File: src/rtl/core/pets_pkg.sv
// Package with character codes, status codes and the escape lookup for the text escaper.
package pets_pkg;

   // Characters that are rewritten or produced by the escaper.
   localparam logic [7:0] CHR_PERCENT   = 8'h25;
   localparam logic [7:0] CHR_SEMICOLON = 8'h3B;
   localparam logic [7:0] CHR_AMP       = 8'h26;
   localparam logic [7:0] CHR_PIPE      = 8'h7C;
   localparam logic [7:0] CHR_QUOTE     = 8'h27;
   localparam logic [7:0] CHR_SPACE     = 8'h20;
   localparam logic [7:0] CHR_LF        = 8'h0A;
   localparam logic [7:0] CHR_CR        = 8'h0D;
   localparam logic [7:0] CHR_DIG_2     = 8'h32;
   localparam logic [7:0] CHR_DIG_3     = 8'h33;
   localparam logic [7:0] CHR_DIG_5     = 8'h35;
   localparam logic [7:0] CHR_DIG_6     = 8'h36;
   localparam logic [7:0] CHR_DIG_7     = 8'h37;
   localparam logic [7:0] CHR_HEX_B     = 8'h42;
   localparam logic [7:0] CHR_HEX_C     = 8'h43;

   // End status codes.
   localparam logic [1:0] STATUS_CLEAN     = 2'd0;
   localparam logic [1:0] STATUS_ESCAPED   = 2'd1;
   localparam logic [1:0] STATUS_TRUNCATED = 2'd2;

   // Capacity after reset and headroom needed for one escape.
   localparam logic [15:0] CAPACITY_RESET = 16'd1024;
   localparam logic [16:0] ESC_LEN        = 17'd3;

   // Maximum number of result bytes that one request can cause.
   localparam int unsigned MAX_RESULTS = 4;

   // Escape lookup result: whether the byte is escaped and its two hex digits.
   typedef struct packed {
      logic       hit;
      logic [7:0] hi;
      logic [7:0] lo;
   } esc_type;

   function automatic esc_type esc_lookup(input logic [7:0] ch);
      esc_type e;
      e = '{hit: 1'b1, hi: CHR_DIG_2, lo: CHR_DIG_5};
      case (ch)
         CHR_PERCENT:   e = '{hit: 1'b1, hi: CHR_DIG_2, lo: CHR_DIG_5};
         CHR_SEMICOLON: e = '{hit: 1'b1, hi: CHR_DIG_3, lo: CHR_HEX_B};
         CHR_AMP:       e = '{hit: 1'b1, hi: CHR_DIG_2, lo: CHR_DIG_6};
         CHR_PIPE:      e = '{hit: 1'b1, hi: CHR_DIG_7, lo: CHR_HEX_C};
         CHR_QUOTE:     e = '{hit: 1'b1, hi: CHR_DIG_2, lo: CHR_DIG_7};
         default:       e = '{hit: 1'b0, hi: 8'h00, lo: 8'h00};
      endcase
      return e;
   endfunction

endpackage

File: src/rtl/core/percent_escape_text_stream_core.sv
// Top level of the percent escaper with whitespace collapse for a byte stream.
//
// Usage: string bytes enter on the req_ channel, one request per byte, and a
// request with req_end_of_string set closes the string. Each request causes
// zero to four result bytes on the rsp_ channel: a collapsed space, then the
// byte itself or its three-byte %XX escape. The end request gives one status
// result (has_char low) with end_status clean, escaped or truncated.
// rsp_last_of_run marks the final result of each request.
// The csr_ channel writes the capacity used by the truncation check; write it
// only while the block is idle. csr_ready is always high.
// The first result of a request is shown in the cycle after it is accepted.
// One request per cycle is taken while each request causes at most one result
// and rsp_stall is low; a request with more results holds off the next one
// until its result list, which drains one entry per cycle while rsp_stall is
// low, has drained.
// Reset clears the string state, empties the result list and loads the
// capacity with 1024. While rsp_stall is high the current result holds, and
// req_stall stays high while results are still waiting, unless the last one leaves now.
module percent_escape_text_stream_core (
   input  logic        clock,
   input  logic        reset,
   input  logic        req_valid,
   output logic        req_stall,
   input  logic [7:0]  req_in_char,
   input  logic        req_end_of_string,
   output logic        rsp_valid,
   input  logic        rsp_stall,
   output logic [7:0]  rsp_out_char,
   output logic        rsp_has_char,
   output logic        rsp_last_of_run,
   output logic [1:0]  rsp_end_status,
   input  logic        csr_valid,
   output logic        csr_ready,
   input  logic [15:0] csr_wdata
);
   import pets_pkg::*;

   // String state.
   logic [15:0] capacity_ff, capacity_in;
   logic        pend_ff, pend_in;
   logic [15:0] count_ff, count_in;
   logic        escd_ff, escd_in;
   logic        trunc_ff, trunc_in;

   // Result list for the request being delivered.
   logic [7:0]  lst_chr_ff [MAX_RESULTS];
   logic [7:0]  lst_chr_in [MAX_RESULTS];
   logic [2:0]  lst_cnt_ff, lst_cnt_in;
   logic [1:0]  lst_idx_ff, lst_idx_in;
   logic        lst_end_ff, lst_end_in;
   logic [1:0]  lst_sts_ff, lst_sts_in;

   logic        req_take;
   logic        rsp_take;
   logic        lst_last;
   logic        is_ws;
   logic        room_ok;
   logic [16:0] need;
   esc_type     esc;
   logic [2:0]  new_cnt;
   logic [7:0]  body [3];
   logic [2:0]  body_len;

   // Output side: the list entry at the read index is the current result.
   assign rsp_valid       = (lst_cnt_ff != 3'd0);
   assign lst_last        = (({1'b0, lst_idx_ff} + 3'd1) == lst_cnt_ff);
   assign rsp_out_char    = lst_end_ff ? 8'h00 : lst_chr_ff[lst_idx_ff];
   assign rsp_has_char    = ~lst_end_ff;
   assign rsp_last_of_run = lst_last;
   assign rsp_end_status  = lst_end_ff ? lst_sts_ff : STATUS_CLEAN;
   assign rsp_take        = rsp_valid & ~rsp_stall;

   // A new request enters when the list is empty or its last entry leaves now.
   assign req_stall = rsp_valid & ~(rsp_take & lst_last);
   assign req_take  = req_valid & ~req_stall;
   assign csr_ready = 1'b1;

   // Truncation check and byte classification.
   assign need    = {1'b0, count_ff} + {16'd0, pend_ff} + ESC_LEN;
   assign room_ok = ~(need > {1'b0, capacity_ff});
   assign esc     = esc_lookup(req_in_char);
   always_comb begin
      is_ws = req_in_char inside {CHR_SPACE, CHR_LF, CHR_CR};
   end

   // Bytes that stand for the input byte itself, escaped or not.
   always_comb begin
      if (esc.hit) begin
         body[0]  = CHR_PERCENT;
         body[1]  = esc.hi;
         body[2]  = esc.lo;
         body_len = 3'd3;
      end else begin
         body[0]  = req_in_char;
         body[1]  = 8'h00;
         body[2]  = 8'h00;
         body_len = 3'd1;
      end
   end

   // Next string state and new result list for an accepted request.
   always_comb begin
      pend_in  = pend_ff;
      count_in = count_ff;
      escd_in  = escd_ff;
      trunc_in = trunc_ff;
      new_cnt  = 3'd0;
      for (int i = 0; i < MAX_RESULTS; i++) begin
         lst_chr_in[i] = lst_chr_ff[i];
      end
      lst_end_in = lst_end_ff;
      lst_sts_in = lst_sts_ff;
      if (req_take) begin
         lst_end_in = 1'b0;
         if (req_end_of_string) begin
            lst_end_in = 1'b1;
            lst_sts_in = trunc_ff ? STATUS_TRUNCATED
                       : (escd_ff ? STATUS_ESCAPED : STATUS_CLEAN);
            new_cnt    = 3'd1;
            pend_in    = 1'b0;
            count_in   = 16'd0;
            escd_in    = 1'b0;
            trunc_in   = 1'b0;
         end else if (trunc_ff) begin
            new_cnt = 3'd0;
         end else if (!room_ok) begin
            // Cut off here; only a waiting space still goes out.
            trunc_in = 1'b1;
            if (pend_ff) begin
               pend_in       = 1'b0;
               lst_chr_in[0] = CHR_SPACE;
               new_cnt       = 3'd1;
               count_in      = count_ff + 16'd1;
            end
         end else if (is_ws) begin
            pend_in = 1'b1;
         end else begin
            // Waiting space first, then the byte or its escape.
            pend_in = 1'b0;
            if (esc.hit) begin
               escd_in = 1'b1;
            end
            if (pend_ff) begin
               lst_chr_in[0] = CHR_SPACE;
               lst_chr_in[1] = body[0];
               lst_chr_in[2] = body[1];
               lst_chr_in[3] = body[2];
               new_cnt       = body_len + 3'd1;
            end else begin
               lst_chr_in[0] = body[0];
               lst_chr_in[1] = body[1];
               lst_chr_in[2] = body[2];
               new_cnt       = body_len;
            end
            count_in = count_ff + {13'd0, new_cnt};
         end
      end
   end

   // List count and read index; the list empties when its last entry leaves.
   always_comb begin
      lst_cnt_in = lst_cnt_ff;
      lst_idx_in = lst_idx_ff;
      if (req_take) begin
         lst_cnt_in = new_cnt;
         lst_idx_in = 2'd0;
      end else if (rsp_take) begin
         if (lst_last) begin
            lst_cnt_in = 3'd0;
            lst_idx_in = 2'd0;
         end else begin
            lst_idx_in = lst_idx_ff + 2'd1;
         end
      end
   end

   // Capacity register.
   always_comb begin
      capacity_in = capacity_ff;
      if (csr_valid && csr_ready) begin
         capacity_in = csr_wdata;
      end
   end

   // Control state.
   always_ff @(posedge clock) begin
      if (reset) begin
         capacity_ff <= CAPACITY_RESET;
         pend_ff     <= 1'b0;
         count_ff    <= 16'd0;
         escd_ff     <= 1'b0;
         trunc_ff    <= 1'b0;
         lst_cnt_ff  <= 3'd0;
         lst_idx_ff  <= 2'd0;
      end else begin
         capacity_ff <= capacity_in;
         pend_ff     <= pend_in;
         count_ff    <= count_in;
         escd_ff     <= escd_in;
         trunc_ff    <= trunc_in;
         lst_cnt_ff  <= lst_cnt_in;
         lst_idx_ff  <= lst_idx_in;
      end
   end

   // Result payload.
   always_ff @(posedge clock) begin
      for (int i = 0; i < MAX_RESULTS; i++) begin
         lst_chr_ff[i] <= lst_chr_in[i];
      end
      lst_end_ff <= lst_end_in;
      lst_sts_ff <= lst_sts_in;
   end

`ifndef ASSERT_OFF
   // A request only enters when the previous list is finished.
   a_take_when_drained: assert property (@(posedge clock) disable iff (reset)
      (req_take && rsp_valid) |-> (rsp_take && lst_last))
      else $error("request accepted while results were still waiting");

   // After truncation, data bytes give no result.
   a_trunc_silent: assert property (@(posedge clock) disable iff (reset)
      (req_take && !req_end_of_string && trunc_ff) |=> !rsp_valid)
      else $error("byte after truncation produced a result");

   // The end request gives a single status result.
   a_end_status: assert property (@(posedge clock) disable iff (reset)
      (req_take && req_end_of_string) |=>
         (rsp_valid && !rsp_has_char && rsp_last_of_run && count_ff == 16'd0))
      else $error("end request did not give one status result");

   // The read index stays inside the list.
   a_idx_range: assert property (@(posedge clock) disable iff (reset)
      rsp_valid |-> ({1'b0, lst_idx_ff} < lst_cnt_ff))
      else $error("result index beyond list length");
`endif

endmodule
File: config.mk
export PLATFORM = sky130hd
export DESIGN_NAME = percent_escape_text_stream_core
export DESIGN_NICKNAME = d
export VERILOG_FILES = /design/src/rtl/core/pets_pkg.sv /design/src/rtl/core/percent_escape_text_stream_core.sv
export SDC_FILE = /design/constraint.sdc
export NUM_CORES = 1
export LEC_CHECK = 0
export BUFFER_PORTS_ARGS = -buffer_cell sky130_fd_sc_hd__buf_2
export CAP_MARGIN = 0
export CORE_ASPECT_RATIO = 1.2
export CORE_UTILIZATION = 25
export CTS_CLUSTER_DIAMETER = 40
export CTS_CLUSTER_SIZE = 30
export DETAILED_ROUTE_END_ITERATION = 8
export GPL_ROUTABILITY_DRIVEN = 0
export SLEW_MARGIN = 20
export SYNTH_ARGS = -nofsm -noshare
export SYNTH_HDL_FRONTEND = slang
export SYNTH_SLANG_ARGS = --single-unit
File: constraint.sdc
create_clock -name clock -period 5.1 [get_ports clock]
set_clock_uncertainty 0.05 [all_clocks]
set_input_delay 0.51 -clock clock [delete_from_list [all_inputs] [get_ports clock]]
set_output_delay 0.51 -clock clock [all_outputs]
set_load 0.01 [all_outputs]
==> flow_summary.ini, run 1 <==
[status]
outcome = finished, final reports clean

[job]
max_cap_violations = 0

[synthesis]
synth_area_mm2 = 0.00416
synth-seq-cells = 70
synth_fp_nets = 489
synth_edf_count = 28
yosysUniqueCellTypes = 65
synth.yosys.warnings = 0
seq_area_frac_synth_pct = 40.4
synth_async_sr_flop_share_pct = 0
synth_area_per_cell_um2 = 9.57
synthesized_instance_count = 435
yosys_most_used_dff = dfxtp_1

[timing]
min_period_over_period_pct = 93.9
finalWorstPathRequiredPeriod_ns = 4.79
worst_slew_pin_slew_ns = 0.596
fmaxAchievable_mhz = 209
relative_slew_slack_pct = 60.3
final-setup-viol-count = 0
final-max-slew-violation-count = 0
hold_ws_ns = 0.355
finalHoldViolCount = 0

[critical_path]
cp_data_arrival_time_ns = 4.97
worst-setup-path-type = reg -> reg
worst_setup_path_startpoint = count_ff[0]
cp_common_cell = ha_1
path_delay_family = simple AND/OR/NAND/NOR gates
crit_slowest_cell = dfxtp_1
cp-end-kind = flop
critPathMaxFanout = 5
critical_path.reg2reg.startpoint = count_ff[0]
setup.worst_path.start_class = flop
critical-path-max-stage-delay_ns = 0.36
crit_chain = inv_1, ha_1, ha_1, nand3b_1, nor2_4, nand3_2, nor2_1, xor2_1, ha_1, a21o_1, a21oi_2, o211ai_1, a32oi_4, and3_4, ha_1, a21o_1, a21oi_1, nand2b_2, or3_1, or2_2, and3_1, a221o_1
required_ns = 5.28
worst-path-buf-inv = 1

[power_and_ir_drop]
p_int_mw = 1.10
sw_frac_of_total_pct = 24.4
vdd_drop_max_mv = 0.197
clkPwrFrac_pct = 47.2
power_leakage_nw = 2.14
finalPower_mw = 1.46
seq_power_share_pct = 42.2
comb_power_share_pct = 10.6
power.net_switching_mw = 0.357
powerDensity_mw_per_mm2 = 292

[placed_design]
placement.io_buffers = 43
place.detailed.hpwl_mm = 7.31
post_dp_cell_area_mm2 = 0.00460

[floorplan]
fp.dieArea_mm2 = 0.0172
core-area_mm2 = 0.0163
floorplan.initialDensity_pct = 25.6
die_w_um = 120
io-pin-count = 45
die_y_um = 143
std_cell_rows = 51

[clock_network]
tritoncts = yes
clock-sinks = 70
number_of_buffers_on_the_longest_clock_path = 2
cts_hold_buffers = 0
root_buffer = clkbuf_16
cts-buffers-inserted = 9
insertion_delay_ns = 0.34
cts_htree_levels = 3
clk_pin_slew_worst_paths_ns = 0.06

[final_layout]
final_area_mm2 = 0.00500
fin_nets = 534
area_delta_synth_final_pct = 20.0
ratio_of_cells_with_drive_above_1_in_the_final_layout_pct = 21.0
antenna_cells_inserted = 0

[route]
drt_pre_antenna_iters = 5
via_count = 3307
route.detailed.vias_per_inst = 4.74
drc = 0
ant_nets = 0
drt_first_iter_violations = 242
routed_wire_length_per_instance_um = 13.9
totalWireLength_mm = 9.67

[global_route]
number_of_global_route_vias_before_repair = 3280
grt_first_pass_wirelength_mm = 16.1
antenna_violations_before_repair = 0
maximum_number_of_pins_on_one_net_before_global_route_repair = 27
grtUsageTotal_pct = 12.0
grt_overflow_total = 0

[min_path]
worstHoldPathType = in -> reg
worstHoldStart = csr_wdata[7]
kinds of logic after synthesis:
| family | share of synthesized area, % |
|---|---|
| AND/OR/NAND/NOR | 22.3 |
| AO/OA/AOI/OAI | 13.8 |
| flip-flops | 40.4 |
| buffers and inverters | 4.87 |
| multiplexers | 7.24 |
| adder cells (fa/ha/maj) | 7.39 |
| XOR/XNOR | 4.00 |
| other | 0.0901 |
flip-flops by register name, summed over array words and instances, names as in the netlist, named ones only:
signal	flops
capacity_ff	16
lst_cnt_ff	3
escd_ff	1
pend_ff	1
lst_end_ff	1
count_ff	16
lst_idx_ff	2
trunc_ff	1
lst_sts_ff	2
lst_chr_ff	25
worst min-delay path, delay by kind of cell:
| kind | cells | cell delay [ns] |
|---|---|---|
| buffers and inverters | 1 | 0.07 |
| AND/OR/NAND/NOR | 1 | 0.07 |
| multiplexers | 1 | 0.05 |
cell usage in the layout (no fill, tap or decap), types with 4 or more instances in the layout:
master and n:
inv_1 28, a221o_1 7, mux2i_1 20, nand3_1 10, or2_2 5, dfxtp_1 42
and3_1 17, mux4_2 4, nand2_1 24, xor2_1 10, clkbuf_16 9, edfxtp_1 28
and2_1 14, or3_1 6, o21ai_0 12, xnor2_1 9, nor2_1 49, buf_2 43
nand4_1 4, ha_1 23, a21o_1 10, a21oi_1 17, buf_4 11, nor3_1 11
area by class of cell:
cell class	instances	area [um2]
Fill cell	1679	11300
Tap cell	212	265
Inverter	29	109
Timing Repair Buffer	54	298
Sequential cell	70	1680
Clock buffer	9	225
Clock inverter	7	103
Multi-Input combinational cell	316	2310
per-stage QoR:
| stage | worst slack, ns | utilization (%) | cells | TNS (ns) |
|---|---|---|---|---|
| after floorplan | 0.576 | - | 435 | 0 |
| after global placement | 0.410 | 28.2 | 676 | 0 |
| after global routing | -0.000574 | 30.7 | 697 | -0.000574 |
| final | 0.310 | 30.7 | 697 | 0 |
| after detailed placement | 0.216 | 28.2 | 676 | 0 |
| after CTS | 0.177 | 30.3 | 692 | 0 |
repair_timing:
action / CTS / global route
setup buffers: 0 / 5
resized for setup: 0 / 9
setup endpoints to repair: 0 / 9
hold endpoints to repair: 0 / 0
cell usage after synthesis (all sizes together) (2+ instances only):
master | n | area share (%)
mux4 | 4 | 2.2
nand3b | 2 | 0.45
nor3b | 2 | 0.36
o21ai | 14 | 1.8
nor2 | 52 | 5.1
and3 | 19 | 3.0
inv | 29 | 2.6
or3 | 6 | 0.90
and2 | 14 | 2.1
dfxtp | 42 | 20
nand4b | 2 | 0.42
a2111oi | 6 | 1.7
nor2b | 3 | 0.45
a221o | 7 | 1.7
a22oi | 2 | 0.36
xor2 | 10 | 2.1
nand3 | 13 | 1.8
xnor2 | 9 | 1.9
nor4 | 3 | 0.60
o31a | 2 | 0.42
o211ai | 3 | 0.54
edfxtp | 28 | 20
o31ai | 3 | 0.54
buf | 9 | 1.3
nor3 | 13 | 2.0
or2 | 5 | 0.75
a21oi | 18 | 2.2
ha | 23 | 6.9
nand4 | 5 | 0.90
mux2i | 20 | 4.8
clkbuf | 11 | 0.99
nand2 | 24 | 2.2
nand2b | 5 | 0.93
o21a | 2 | 0.36
a22o | 3 | 0.63
a21o | 10 | 1.8
power by group through the flow:
stage | Combinational (mW) | Clock [mW] | Sequential [mW]
2_1_floorplan | 0.111 | 0 | 0.623
3_3_place_gp | 0.150 | 0 | 0.628
3_5_place_dp | 0.155 | 0 | 0.629
4_1_cts | 0.155 | 0.703 | 0.617
5_1_grt | 0.173 | 0.726 | 0.619
6_report | 0.154 | 0.689 | 0.616
per-layer routing:
layer	part of all wire, %	vias to the layer above	global-route usage, %
met2	51	70	21.5
met1	44	1574	13.5
met3	3.9	14	2.50
met5	0	-	0
li1	-	1649	-
met4	1.9	0	5.53
worst paths after layout:
path | end | slack, ns | depth (start not counted)
hold reg to reg | escd_ff | 0.41 | 1
hold / removal | capacity_ff[7] | 0.35 | 3
setup reg to reg | count_ff[15] | 0.31 | 22
setup / recovery | count_ff[15] | 0.31 | 22
No activity file was read; power rests on OpenSTA's default activity.
==> run 2: changes to the inputs <==
--- a/config.mk
+++ b/config.mk
@@ -13,6 +13,7 @@
 export CTS_CLUSTER_SIZE = 30
 export DETAILED_ROUTE_END_ITERATION = 8
 export GPL_ROUTABILITY_DRIVEN = 0
+export RECOVER_POWER = 25
 export SLEW_MARGIN = 20
 export SYNTH_ARGS = -nofsm -noshare
 export SYNTH_HDL_FRONTEND = slang
==> constraint.sdc (replaced) <==
create_clock -name clock -period 5.96 [get_ports clock]
set_clock_uncertainty 0.05 [all_clocks]
set_input_delay 0.596 -clock clock [delete_from_list [all_inputs] [get_ports clock]]
set_output_delay 0.596 -clock clock [all_outputs]
set_load 0.01 [all_outputs]
==> flow_summary.ini, run 2 (synthesis gave the netlist of run 1 again) <==
[status]
outcome = finished, final reports clean

[route]
via_count = 3316
totalWireLength_mm = 9.68
route.detailed.vias_per_inst = 4.82
drt_pre_antenna_iters = 4
routed_wire_length_per_instance_um = 14.1
ant_nets = 0
drt_first_iter_violations = 188
drc = 0

[critical_path]
worst-path-buf-inv = 2
rrSetupSlack_ns = 0.61
cp-end-kind = flop
critical_path.reg2reg.startpoint = pend_ff
r2r-end = count_ff[8]
critPathMaxFanout = 23
setup.worst_path.start_class = flop
cp_data_arrival_time_ns = 5.58
cp_common_cell = ha_1
critical-path-max-stage-delay_ns = 0.45
path_delay_family = compound AO/OA/AOI/OAI gates
worst_r2r_path_depth = 24
crit_chain = buf_4, inv_1, ha_1, ha_1, nand3b_1, nor2_4, nand3_1, nor2_1, xor2_1, ha_1, a21o_1, a21oi_1, o211ai_1, o21bai_1, a21oi_1, nand2_1, ha_1, fa_1, a21o_1, nand2_1, or2_2, nand2_1, a2111oi_0, a21o_1
crit_slowest_cell = a21oi_1
worst-setup-path-type = reg -> reg
required_ns = 6.19

[final_layout]
fin_nets = 525
antenna_cells_inserted = 0
reg_top3 = lst_chr_ff: 25 flops, capacity_ff: 16 flops, count_ff: 16 flops
area_delta_synth_final_pct = 16.4
most_frequent_standard_cell_in_the_layout_excluding_fill_and_tap_cells = nor2_1
ratio_of_cells_with_drive_above_1_in_the_final_layout_pct = 17.6
regMostFlops = lst_chr_ff
largest_reg_flops = 25
layout_common_cells = 49 x nor2_1, 42 x dfxtp_1, 39 x buf_2

[clock_network]
insertion_delay_ns = 0.34
cts_repair_resize_count = 0
cts_htree_levels = 3
root_buffer = clkbuf_16
tritoncts = yes
cts_hold_buffers = 0
clk_pin_slew_worst_paths_ns = 0.06
clock-sinks = 70
cts-buffers-inserted = 9
number_of_buffers_on_the_longest_clock_path = 2
post_cts_buffers = 0

[floorplan]
die_y_um = 143
std_cell_rows = 51
io-pin-count = 45
die_w_um = 120
fp.dieArea_mm2 = 0.0172
floorplan.initialDensity_pct = 25.6
core-area_mm2 = 0.0163

[global_route]
maximum_number_of_pins_on_one_net_before_global_route_repair = 27
antenna_violations_before_repair = 0
grtUsageTotal_pct = 11.9
grt_first_pass_wirelength_mm = 16.2
grt_overflow_total = 0
number_of_global_route_vias_before_repair = 3354

[power_and_ir_drop]
powerDensity_mw_per_mm2 = 242
sw_frac_of_total_pct = 26.5
power_leakage_nw = 2.06
p_int_mw = 0.863
power.net_switching_mw = 0.311
seq_power_share_pct = 45.0
vdd_drop_max_mv = 0.122
clkPwrFrac_pct = 43.7
comb_power_share_pct = 11.3
finalPower_mw = 1.17

[min_path]
worst_hold_path.num_cells = 1
worst_hold_path.endpoint = escd_ff
worstHoldStart = escd_ff
worstHoldPathType = reg -> reg

[timing]
final-setup-viol-count = 0
relative_slew_slack_pct = 19.4
grt_setup_unrepaired = no
fmaxAchievable_mhz = 187
finalSetupTns_ns = 0
final-max-slew-violation-count = 0
min_period_over_period_pct = 89.8
worst_slew_pin_slew_ns = 1.21
finalHoldViolCount = 0
finalWorstPathRequiredPeriod_ns = 5.35
setup_slack_ns = 0.609

[placed_design]
place.detailed.hpwl_mm = 7.57
placement.io_buffers = 43
detailedPlace.worstSlack_ns = 0.660

[job]
max_cap_violations = 0
[run 2: layout make-up]
type / count / area (um2)
clock buffers: 9 / 225
clock inverters: 7 / 62.6
fillers: 1678 / 11400
inverters: 29 / 109
multi-input cells: 316 / 2280
flip-flops and latches: 70 / 1680
well taps: 212 / 265
repair buffers: 45 / 225
[run 2: how the worst max path moves through the flow]
stage               slack (ns)           end  startpoint  depth (start not counted)
finish                    0.61   count_ff[8]     pend_ff                         24
global route              0.14   count_ff[8]     pend_ff                         24
CTS                       0.61  count_ff[12]     pend_ff                         24
detailed placement        0.66  count_ff[12]     pend_ff                         24
global placement          0.85  count_ff[12]     pend_ff                         24
floorplan                 1.44  count_ff[12]     pend_ff                         23
[run 2: per-layer routing]
layer  vias to the layer above  GRT usage [%]  part of all wire, %
li1                       1640              -                    -
met1                      1582           13.3                   43
met2                        74           21.9                   51
met3                        20           2.58                  3.6
met4                         0           5.00                  2.3
met5                         -              0                    0
[run 2: power by group through the flow]
stage / clock network (mW) / logic [mW] / registers, mW
after floorplan: 0 / 0.0946 / 0.533
after global placement: 0 / 0.128 / 0.538
after detailed placement: 0 / 0.133 / 0.538
after CTS: 0.522 / 0.134 / 0.528
after global routing: 0.543 / 0.148 / 0.530
final: 0.513 / 0.133 / 0.528
[run 2: worst register-to-register path: cells and delay by family, from the launching register on]
kind / cells / cell delay [ns]
XOR/XNOR: 1 / 0.16
buffers and inverters: 2 / 0.38
flip-flops: 1 / 0.30
AO/OA/AOI/OAI: 8 / 1.81
adder cells (fa/ha/maj): 5 / 1.36
AND/OR/NAND/NOR: 8 / 1.25
[run 2: metrics by stage]
| step | hold slack, ns | instance area [um2] | util, % | std cells |
|---|---|---|---|---|
| 3_5_place_dp | 0.403 | 4570 | 28.1 | 672 |
| 6_report | 0.414 | 4850 | 29.8 | 688 |
| 4_1_cts | 0.416 | 4850 | 29.8 | 688 |
| 5_1_grt | 0.432 | 4850 | 29.8 | 688 |
| 3_3_place_gp | 0.394 | 4570 | 28.1 | 672 |
| 2_1_floorplan | 0.383 | 4160 | - | 435 |
